$ cat config.mk
export PLATFORM = sky130hd
export DESIGN_NAME = multi_modulus_rolling_hash_matcher
export DESIGN_NICKNAME = d
export VERILOG_FILES = /design/src/hdl/mmrh_pkg.sv /design/src/hdl/mmrh_mulmod.sv /design/src/hdl/mmrh_bank.sv /design/src/hdl/multi_modulus_rolling_hash_matcher.sv
export SDC_FILE = /design/constraint.sdc
export NUM_CORES = 2
export LEC_CHECK = 0
export BUFFER_PORTS_ARGS = -buffer_cell sky130_fd_sc_hd__clkbuf_2
export CORE_UTILIZATION = 55
export DETAILED_ROUTE_END_ITERATION = 12
export PLACE_DENSITY = 0.82
export REMOVE_ABC_BUFFERS = 1
export SLEW_MARGIN = 20
export SYNTH_ARGS = -nofsm -noshare
export SYNTH_HDL_FRONTEND = slang
export SYNTH_SLANG_ARGS = --single-unit
$ cat constraint.sdc
create_clock -name clk -period 16.35 [get_ports clk]
set_clock_uncertainty 0.05 [all_clocks]
set_input_delay 3.27 -clock clk [delete_from_list [all_inputs] [get_ports clk]]
set_output_delay 3.27 -clock clk [all_outputs]
set_load 0.02 [all_outputs]
$ cat src/hdl/mmrh_pkg.sv
`timescale 1ns / 1ps
// Shared types, codes and lane tables for the rolling hash matcher.
// No dependencies; imported by every module of the block.
package mmrh_pkg;

  localparam int TBL_LANES = 10;

  // Input action codes
  localparam logic [1:0] ACT_CLEAR = 2'd0;
  localparam logic [1:0] ACT_PAT   = 2'd1;
  localparam logic [1:0] ACT_FILL  = 2'd2;
  localparam logic [1:0] ACT_ROLL  = 2'd3;

  // Writeback destinations of a multiply-modulo operation
  localparam logic [1:0] KIND_PAT  = 2'd0;
  localparam logic [1:0] KIND_WIN  = 2'd1;
  localparam logic [1:0] KIND_POW  = 2'd2;
  localparam logic [1:0] KIND_DROP = 2'd3;

  localparam logic [14:0] BASE_TBL [TBL_LANES] = '{
    15'd101, 15'd12343, 15'd11311, 15'd113, 15'd12161,
    15'd43, 15'd12323, 15'd103, 15'd12203, 15'd11411
  };

  localparam logic [14:0] MOD_TBL [TBL_LANES] = '{
    15'd31601, 15'd31543, 15'd31397, 15'd31327, 15'd31081,
    15'd30817, 15'd30577, 15'd30497, 15'd30271, 15'd30253
  };

  // floor(2^31 / modulus): quotient estimate is off by at most one
  localparam logic [16:0] RECIP_TBL [TBL_LANES] = '{
    17'(64'd2147483648 / 64'd31601), 17'(64'd2147483648 / 64'd31543),
    17'(64'd2147483648 / 64'd31397), 17'(64'd2147483648 / 64'd31327),
    17'(64'd2147483648 / 64'd31081), 17'(64'd2147483648 / 64'd30817),
    17'(64'd2147483648 / 64'd30577), 17'(64'd2147483648 / 64'd30497),
    17'(64'd2147483648 / 64'd30271), 17'(64'd2147483648 / 64'd30253)
  };

  typedef struct packed {
    logic [1:0]  kind;
    logic [3:0]  lane;
    logic [14:0] carry;   // window hash riding along with a drop term
  } mm_tag_t;

  typedef struct packed {
    logic [14:0] a;
    logic [14:0] b;
    logic [7:0]  c;
    mm_tag_t     tag;
  } mm_op_t;

  typedef struct packed {
    logic [14:0] value;
    mm_tag_t     tag;
  } mm_res_t;

endpackage

$ cat src/hdl/mmrh_mulmod.sv
`timescale 1ns / 1ps
// Shared four-stage (a*b + c) mod m unit, m picked per lane from the tables.
// Depends on mmrh_pkg.
module mmrh_mulmod import mmrh_pkg::*; (
  input  logic    clk,
  input  logic    rst_n,
  input  logic    op_valid,
  input  mm_op_t  op,
  output logic    res_valid,
  output mm_res_t res,
  output logic    busy
);

  logic        va_r, vb_r, vc_r, vd_r;
  mm_tag_t     tag_a_r, tag_b_r, tag_c_r, tag_d_r;
  logic [30:0] p_a_r, p_b_r;
  logic [16:0] q_b_r;
  logic [15:0] t_c_r;
  logic [14:0] r_d_r;

  logic [29:0] ab;
  logic [30:0] p_nxt;
  logic [47:0] pr;
  logic [31:0] qm;
  logic [31:0] t_nxt;
  logic [14:0] m_c, m_d;
  logic [15:0] r_nxt;

  assign ab    = op.a * op.b;
  assign p_nxt = {1'b0, ab} + {23'b0, op.c};
  assign pr    = 48'(p_a_r) * 48'(RECIP_TBL[tag_a_r.lane]);
  assign m_c   = MOD_TBL[tag_b_r.lane];
  assign qm    = 32'(q_b_r) * 32'(m_c);
  assign t_nxt = 32'(p_b_r) - qm;
  assign m_d   = MOD_TBL[tag_c_r.lane];
  // remainder estimate is below 2m: one conditional subtract
  assign r_nxt = (t_c_r >= {1'b0, m_d}) ? t_c_r - {1'b0, m_d} : t_c_r;

  always_ff @(posedge clk) begin
    if (!rst_n) begin
      va_r <= 1'b0;
      vb_r <= 1'b0;
      vc_r <= 1'b0;
      vd_r <= 1'b0;
    end else begin
      va_r <= op_valid;
      vb_r <= va_r;
      vc_r <= vb_r;
      vd_r <= vc_r;
    end
  end

  always_ff @(posedge clk) begin
    p_a_r   <= p_nxt;
    tag_a_r <= op.tag;
    p_b_r   <= p_a_r;
    q_b_r   <= pr[47:31];
    tag_b_r <= tag_a_r;
    t_c_r   <= t_nxt[15:0];
    tag_c_r <= tag_b_r;
    r_d_r   <= r_nxt[14:0];
    tag_d_r <= tag_c_r;
  end

  assign res_valid = vd_r;
  assign res.value = r_d_r;
  assign res.tag   = tag_d_r;
  assign busy      = va_r | vb_r | vc_r | vd_r;

endmodule

$ cat src/hdl/mmrh_bank.sv
`timescale 1ns / 1ps
// Per-lane pattern hash, window hash and leading power registers,
// result writeback and the lane compare. Depends on mmrh_pkg.
module mmrh_bank import mmrh_pkg::*; #(
  parameter int LANES = 10
) (
  input  logic        clk,
  input  logic        rst_n,
  input  logic        clear,
  input  logic [3:0]  rd_lane,
  output logic [14:0] rd_pat,
  output logic [14:0] rd_win,
  output logic [14:0] rd_pow,
  input  logic        wb_valid,
  input  mm_res_t     wb,
  input  logic [3:0]  lanes_eff,
  output logic        match
);

  localparam int LW = (LANES > 1) ? $clog2(LANES) : 1;

  logic [14:0] pat_r [LANES];
  logic [14:0] win_r [LANES];
  logic [14:0] pow_r [LANES];

  logic [LW-1:0] rd_idx, wb_idx;
  logic [14:0]   wb_mod;
  logic [15:0]   diff;
  logic [15:0]   diff_fix;
  logic [14:0]   win_new;
  logic [LANES-1:0] eq_vec;

  assign rd_idx = rd_lane[LW-1:0];
  assign wb_idx = wb.tag.lane[LW-1:0];
  assign rd_pat = pat_r[rd_idx];
  assign rd_win = win_r[rd_idx];
  assign rd_pow = pow_r[rd_idx];

  // drop term: window minus leaving byte's weight, wrapped into [0, m)
  assign wb_mod   = MOD_TBL[wb.tag.lane];
  assign diff     = {1'b0, wb.tag.carry} - {1'b0, wb.value};
  assign diff_fix = diff[15] ? diff + {1'b0, wb_mod} : diff;
  assign win_new  = (wb.tag.kind == KIND_DROP) ? diff_fix[14:0] : wb.value;

  always_ff @(posedge clk) begin
    if (!rst_n || clear) begin
      for (int i = 0; i < LANES; i++) begin
        pat_r[i] <= 15'd0;
        win_r[i] <= 15'd0;
        pow_r[i] <= 15'd1;
      end
    end else if (wb_valid) begin
      case (wb.tag.kind)
        KIND_PAT: pat_r[wb_idx] <= wb.value;
        KIND_POW: pow_r[wb_idx] <= wb.value;
        KIND_WIN, KIND_DROP: win_r[wb_idx] <= win_new;
        default: ;
      endcase
    end
  end

  always_comb begin
    for (int i = 0; i < LANES; i++) begin
      eq_vec[i] = (pat_r[i] == win_r[i]) || (4'(i) >= lanes_eff);
    end
  end

  assign match = &eq_vec;

endmodule

$ cat src/hdl/multi_modulus_rolling_hash_matcher.sv
`timescale 1ns / 1ps
// Rabin-Karp matcher with up to LANES hash lanes; every input beat returns
// one match beat. One pipelined multiply-modulo unit (four stages) is fed
// one lane per cycle: a clear makes no pass over the lanes, a window fill or
// the first pattern byte makes one pass, a roll or any later pattern byte two
// passes, each waiting for its last writeback. The input is not ready
// while an item is at work; a finished match may wait in the output register.
module multi_modulus_rolling_hash_matcher import mmrh_pkg::*; #(
  parameter int LANES = 10
) (
  input  logic        clk,
  input  logic        rst_n,
  input  logic        in_tvalid,
  output logic        in_tready,
  input  logic [15:0] in_tdata,   // [7:0] head_byte, [15:8] tail_byte
  input  logic [1:0]  in_tuser,   // [1:0] action
  output logic        out_tvalid,
  input  logic        out_tready,
  output logic [7:0]  out_tdata,  // [0] match, [7:1] zero
  input  logic        cfg_tvalid,
  output logic        cfg_tready,
  input  logic [7:0]  cfg_tdata   // [3:0] lanes_in_use, [7:4] unused
);

  localparam int LW = (LANES > 1) ? $clog2(LANES) : 1;
  localparam logic [LW-1:0] LAST_LANE = LW'(LANES - 1);

  localparam logic [1:0] ST_IDLE  = 2'd0;
  localparam logic [1:0] ST_ISSUE = 2'd1;
  localparam logic [1:0] ST_DRAIN = 2'd2;
  localparam logic [1:0] ST_DONE  = 2'd3;

  logic [1:0]    state_r, state_nxt;
  logic [1:0]    action_r;
  logic [7:0]    head_r, tail_r;
  logic          phase_r, phase_nxt;
  logic [LW-1:0] lane_r, lane_nxt;
  logic          started_r;
  logic [3:0]    lanes_r;
  logic          out_valid_r;
  logic          out_match_r;

  logic        in_beat, clear, load_out, second_pass;
  logic [3:0]  lane4, lanes_eff;
  logic [14:0] rd_pat, rd_win, rd_pow, base;
  logic        op_valid, res_valid, busy, match;
  mm_op_t      op;
  mm_res_t     res;

  assign in_tready  = (state_r == ST_IDLE);
  assign in_beat    = in_tvalid && in_tready;
  assign clear      = in_beat && (in_tuser == ACT_CLEAR);
  assign cfg_tready = 1'b1;
  assign lane4      = 4'(lane_r);
  assign base       = BASE_TBL[lane4];
  assign load_out   = (state_r == ST_DONE) && (!out_valid_r || out_tready);
  assign second_pass = (action_r == ACT_ROLL) || ((action_r == ACT_PAT) && started_r);

  assign lanes_eff = (lanes_r == 4'd0) ? 4'd1 :
                     (lanes_r > 4'(LANES)) ? 4'(LANES) : lanes_r;

  // Build the operation for the current lane and pass
  always_comb begin
    op.a         = rd_win;
    op.b         = base;
    op.c         = head_r;
    op.tag.kind  = KIND_WIN;
    op.tag.lane  = lane4;
    op.tag.carry = rd_win;
    case (action_r)
      ACT_PAT: begin
        if (!phase_r) begin
          op.a        = rd_pat;
          op.tag.kind = KIND_PAT;
        end else begin
          op.a        = rd_pow;
          op.c        = 8'd0;
          op.tag.kind = KIND_POW;
        end
      end
      ACT_ROLL: begin
        if (!phase_r) begin
          op.a        = rd_pow;
          op.b        = {7'd0, tail_r};
          op.c        = 8'd0;
          op.tag.kind = KIND_DROP;
        end
      end
      default: ;
    endcase
  end

  assign op_valid = (state_r == ST_ISSUE);

  always_comb begin
    state_nxt = state_r;
    phase_nxt = phase_r;
    lane_nxt  = lane_r;
    case (state_r)
      ST_IDLE: begin
        if (in_beat) begin
          phase_nxt = 1'b0;
          lane_nxt  = '0;
          state_nxt = (in_tuser == ACT_CLEAR) ? ST_DONE : ST_ISSUE;
        end
      end
      ST_ISSUE: begin
        if (lane_r == LAST_LANE) begin
          state_nxt = ST_DRAIN;
        end else begin
          lane_nxt = lane_r + 1'b1;
        end
      end
      ST_DRAIN: begin
        // wait for the last writeback before the next pass or the compare
        if (!busy) begin
          if (!phase_r && second_pass) begin
            phase_nxt = 1'b1;
            lane_nxt  = '0;
            state_nxt = ST_ISSUE;
          end else begin
            state_nxt = ST_DONE;
          end
        end
      end
      ST_DONE: begin
        if (load_out) state_nxt = ST_IDLE;
      end
      default: state_nxt = ST_IDLE;
    endcase
  end

  always_ff @(posedge clk) begin
    if (!rst_n) begin
      state_r     <= ST_IDLE;
      phase_r     <= 1'b0;
      lane_r      <= '0;
      started_r   <= 1'b0;
      lanes_r     <= 4'd10;
      out_valid_r <= 1'b0;
    end else begin
      state_r <= state_nxt;
      phase_r <= phase_nxt;
      lane_r  <= lane_nxt;
      if (cfg_tvalid && cfg_tready) lanes_r <= cfg_tdata[3:0];
      if (clear) begin
        started_r <= 1'b0;
      end else if (load_out && (action_r == ACT_PAT)) begin
        started_r <= 1'b1;
      end
      if (load_out) begin
        out_valid_r <= 1'b1;
      end else if (out_tready) begin
        out_valid_r <= 1'b0;
      end
    end
  end

  always_ff @(posedge clk) begin
    if (in_beat) begin
      action_r <= in_tuser;
      head_r   <= in_tdata[7:0];
      tail_r   <= in_tdata[15:8];
    end
    if (load_out) out_match_r <= match;
  end

  mmrh_mulmod u_mulmod (
    .clk       (clk),
    .rst_n     (rst_n),
    .op_valid  (op_valid),
    .op        (op),
    .res_valid (res_valid),
    .res       (res),
    .busy      (busy)
  );

  mmrh_bank #(
    .LANES (LANES)
  ) u_bank (
    .clk       (clk),
    .rst_n     (rst_n),
    .clear     (clear),
    .rd_lane   (lane4),
    .rd_pat    (rd_pat),
    .rd_win    (rd_win),
    .rd_pow    (rd_pow),
    .wb_valid  (res_valid),
    .wb        (res),
    .lanes_eff (lanes_eff),
    .match     (match)
  );

  assign out_tvalid = out_valid_r;
  assign out_tdata  = {7'd0, out_match_r};

`ifndef ASSERT_OFF
  a_no_accept_in_flight: assert property (@(posedge clk) disable iff (!rst_n)
    busy |-> !in_tready)
    else $error("input ready while lane operations in flight");

  a_wb_in_work: assert property (@(posedge clk) disable iff (!rst_n)
    res_valid |-> (state_r == ST_ISSUE || state_r == ST_DRAIN))
    else $error("writeback outside of lane passes");

  a_out_from_done: assert property (@(posedge clk) disable iff (!rst_n)
    $rose(out_tvalid) |-> $past(state_r) == ST_DONE)
    else $error("result beat not produced by the compare step");

  a_lane_range: assert property (@(posedge clk) disable iff (!rst_n)
    state_r == ST_ISSUE |-> lane_r <= LAST_LANE)
    else $error("issue lane beyond lane count");
`endif

endmodule

==> impl_metrics.tcl <==
set metrics [dict create \
    status "finished, final reports clean" \
    syn_avg_cell_area_um2 11.6 \
    worstSkewPairLatency_ns 0.70 \
    syn_inst 5678 \
    gr-total-overflow 0 \
    slowest_stage "dfxtp_4" \
    syn2layout_area_growth_pct 7.39 \
    start_kind "flop" \
    hold_path.class "reg -> reg" \
    synth-main-ff-cell "edfxtp_1" \
    grtUsageTotal_pct 30.3 \
    final_antenna_net_count 0 \
    fillers 8905 \
    ios 42 \
    drv_slew 0 \
    clock-root-buffer "clkbuf_16" \
    synth.area.top_cells "edfxtp_1 34%, fa_1 18%, mux4_2 7.7%" \
    rsz0062_at_grt "false" \
    hold_buffers 0 \
    cts_tree "built" \
    synth_edf_count 739 \
    ys_seq_area_share_pct 39.8 \
    ys_types 80 \
    post-cts-setup-buffers 0 \
    hpwlAfterDp_um 130000 \
    synthMostInstantiatedCell "inv_1" \
    synth_top_area_share_pct 33.7 \
    htreeDepth 3 \
    nets 6672 \
    slowest_delay_ns 0.75 \
    wl_um 181000 \
    synth_area_mm2 0.0658 \
    rows 126 \
    drtIter0Drc 4806 \
    pre_cts_ws_ns 5.69 \
    finalSetupViolations 0 \
    die_w_um 348 \
    grt_pass1_wl_um 275000 \
    via_count 44259 \
    cts_resized 0 \
    core_area_mm2 0.118 \
    ys_ff_latch 938 \
    max_slew.worst_pin.slew_ns 1.20 \
    grt_pass1_vias 45716 \
    yosys_warnings 0 \
    antenna_found_initial 10 \
    critPathMaxFanout 117 \
    arrival_ns 11.10 \
    slew_headroom_pct 19.7 \
    yosysTopAreaCell "edfxtp_1" \
    timing.fmax_ghz 0.0938 \
    dp_cells 7076 \
    end_kind "flop" \
    finalHoldViolations 0 \
    finalHoldWorstSlack_ns 0.263 \
    fin_tns_setup_ns 0 \
    drtPass1Iterations 7 \
    vias_per_cell 6.10 \
    synth.top_cells.by_count "910 x inv_1, 739 x edfxtp_1, 623 x nor2_1" \
    initial_utilization_pct 55.6 \
    cts.sinks 938 \
    cts-buffers-inserted 92 \
    port_buffers 29 \
    period_share_pct 65.2 \
    async_flop_share_pct 0 \
    dieArea_mm2 0.121 \
    drv_cap 0 \
    clk_path_buf_depth 3 \
    layout.cells.non_filler 7250 \
    gp_congestion 0.985 \
    drc 0 \
    cp.required_ns 16.79 \
    fin_crit_ns 10.66 \
    grt_max_degree 147 \
    layout-drive-gt1-share_pct 9.88 \
    clkTransAtPathRegs_ns 0.06 \
    fp.dieH_um 348 \
    path_class "reg -> reg" \
    wl_per_cell_um 25.0 \
    setup_slack_ns 5.69 \
]
## path summary, 6_finish.rpt
check	start	end	slack, ns	cells after the start
worst min-delay path	u_mulmod.tag_b_r[3]$_DFF_P_	u_mulmod.tag_c_r[3]$_DFF_P_	0.26	0
worst min register to register	u_mulmod.tag_b_r[3]$_DFF_P_	u_mulmod.tag_c_r[3]$_DFF_P_	0.26	0
worst max-delay path	flop	u_mulmod.p_a_r[24]$_DFF_P_	5.69	29
worst max register to register	flop	u_mulmod.p_a_r[24]$_DFF_P_	5.69	29
## critical path: cells and delay by family, from the launching register on
kind            cells  cell delay [ns]
fa+ha+maj           7             3.26
compound gates      8             2.30
buf+inv             9             1.94
mux                 2             1.24
flops               1             0.75
simple gates        3             0.55
## routing by layer
| layer | vias to the layer above | GRT usage [%] | share of wire [%] |
|---|---|---|---|
| met5 | - | 0 | 0.012 |
| met1 | 21952 | 37.2 | 35 |
| met4 | 4 | 19.7 | 7.9 |
| met3 | 727 | 7.13 | 11 |
| li1 | 18658 | - | - |
| met2 | 2918 | 48.4 | 46 |
## flip-flops by register name (all words and copies together) (netlist names), 2 cells and up, named ones only
signal            count
u_bank.pat_r        240
u_bank.pow_r        240
u_bank.win_r        240
u_mulmod.p_a_r       31
u_mulmod.res         21
u_mulmod.tag_a_r     21
u_mulmod.tag_b_r     21
u_mulmod.tag_c_r     21
u_mulmod.p_b_r       16
u_mulmod.q_b_r       16
u_mulmod.t_c_r       16
u_mulmod.r_d_r       15
head_r                8
tail_r                8
lane4                 4
lanes_r               4
action_r              2
state_r               2
## logic make-up (layout without fill, tap and decap cells)
kind of cell               count (synthesis)  in the layout  synth area share (%)
and+or+nand+nor                         1645           1645                  11.4
muxes                                    252            252                  8.13
AOI/OAI and AO/OA                        414            414                  4.31
adders and majority gates               1007           1007                  26.1
buffers and inverters                   1161           1186                  6.86
xor gates and xnor gates                 259            259                  3.45
other                                      2             13                0.0114
DFF                                      938            938                  39.8
## stage by stage
stage          utilization [%]  instance area, um^2
6_report                  59.7                70600
3_5_place_dp              57.1                67500
2_1_floorplan                -                64700
5_1_grt                   59.7                70600
3_3_place_gp              57.1                67500
4_1_cts                   59.7                70600
## area by class of cell
type	count	area [um^2]	share of cell area, %
clock inverters	54	569	0.806
clock buffers	115	2580	3.66
repair buffers	102	718	1.02
diodes	5	12.5	0.0177
flip-flops and latches	938	26200	37.1
well taps	1536	1920	2.72
multi-input cells	3585	35200	49.8
inverters	915	3430	4.86
## cells in the final DEF, fill, tap and decap left out, types with 13 or more instances in the layout
cell | synthesis | routed
mux2i_1 | 22 | 21
a221oi_2 | 13 | 13
a22o_1 | 16 | 16
o21a_1 | 17 | 17
nor4_1 | 31 | 31
o21ai_0 | 69 | 59
clkinv_2 | 0 | 16
and3_1 | 23 | 23
o21bai_1 | 14 | 13
a211oi_1 | 31 | 30
buf_4 | 22 | 71
nor2b_1 | 81 | 81
clkinv_1 | 1 | 16
a31oi_1 | 17 | 16
fa_1 | 606 | 606
ha_1 | 401 | 401
nand2b_1 | 36 | 36
clkbuf_2 | 1 | 32
edfxtp_1 | 739 | 739
dfxtp_1 | 199 | 195
or2_2 | 34 | 34
nand4_1 | 21 | 21
a21o_1 | 27 | 27
clkbuf_16 | 0 | 99
nand2_1 | 463 | 463
inv_1 | 910 | 910
and2_1 | 192 | 192
nor3_1 | 68 | 68
xor2_1 | 110 | 110
o211ai_1 | 19 | 19
nand3_1 | 41 | 41
nor2_1 | 623 | 613
a21oi_1 | 115 | 114
xnor2_1 | 149 | 149
mux4_2 | 225 | 225
Power is left out: the tool's default activity adds up to more than one toggle a clock period on the data nets, which glitch-free logic cannot reach.
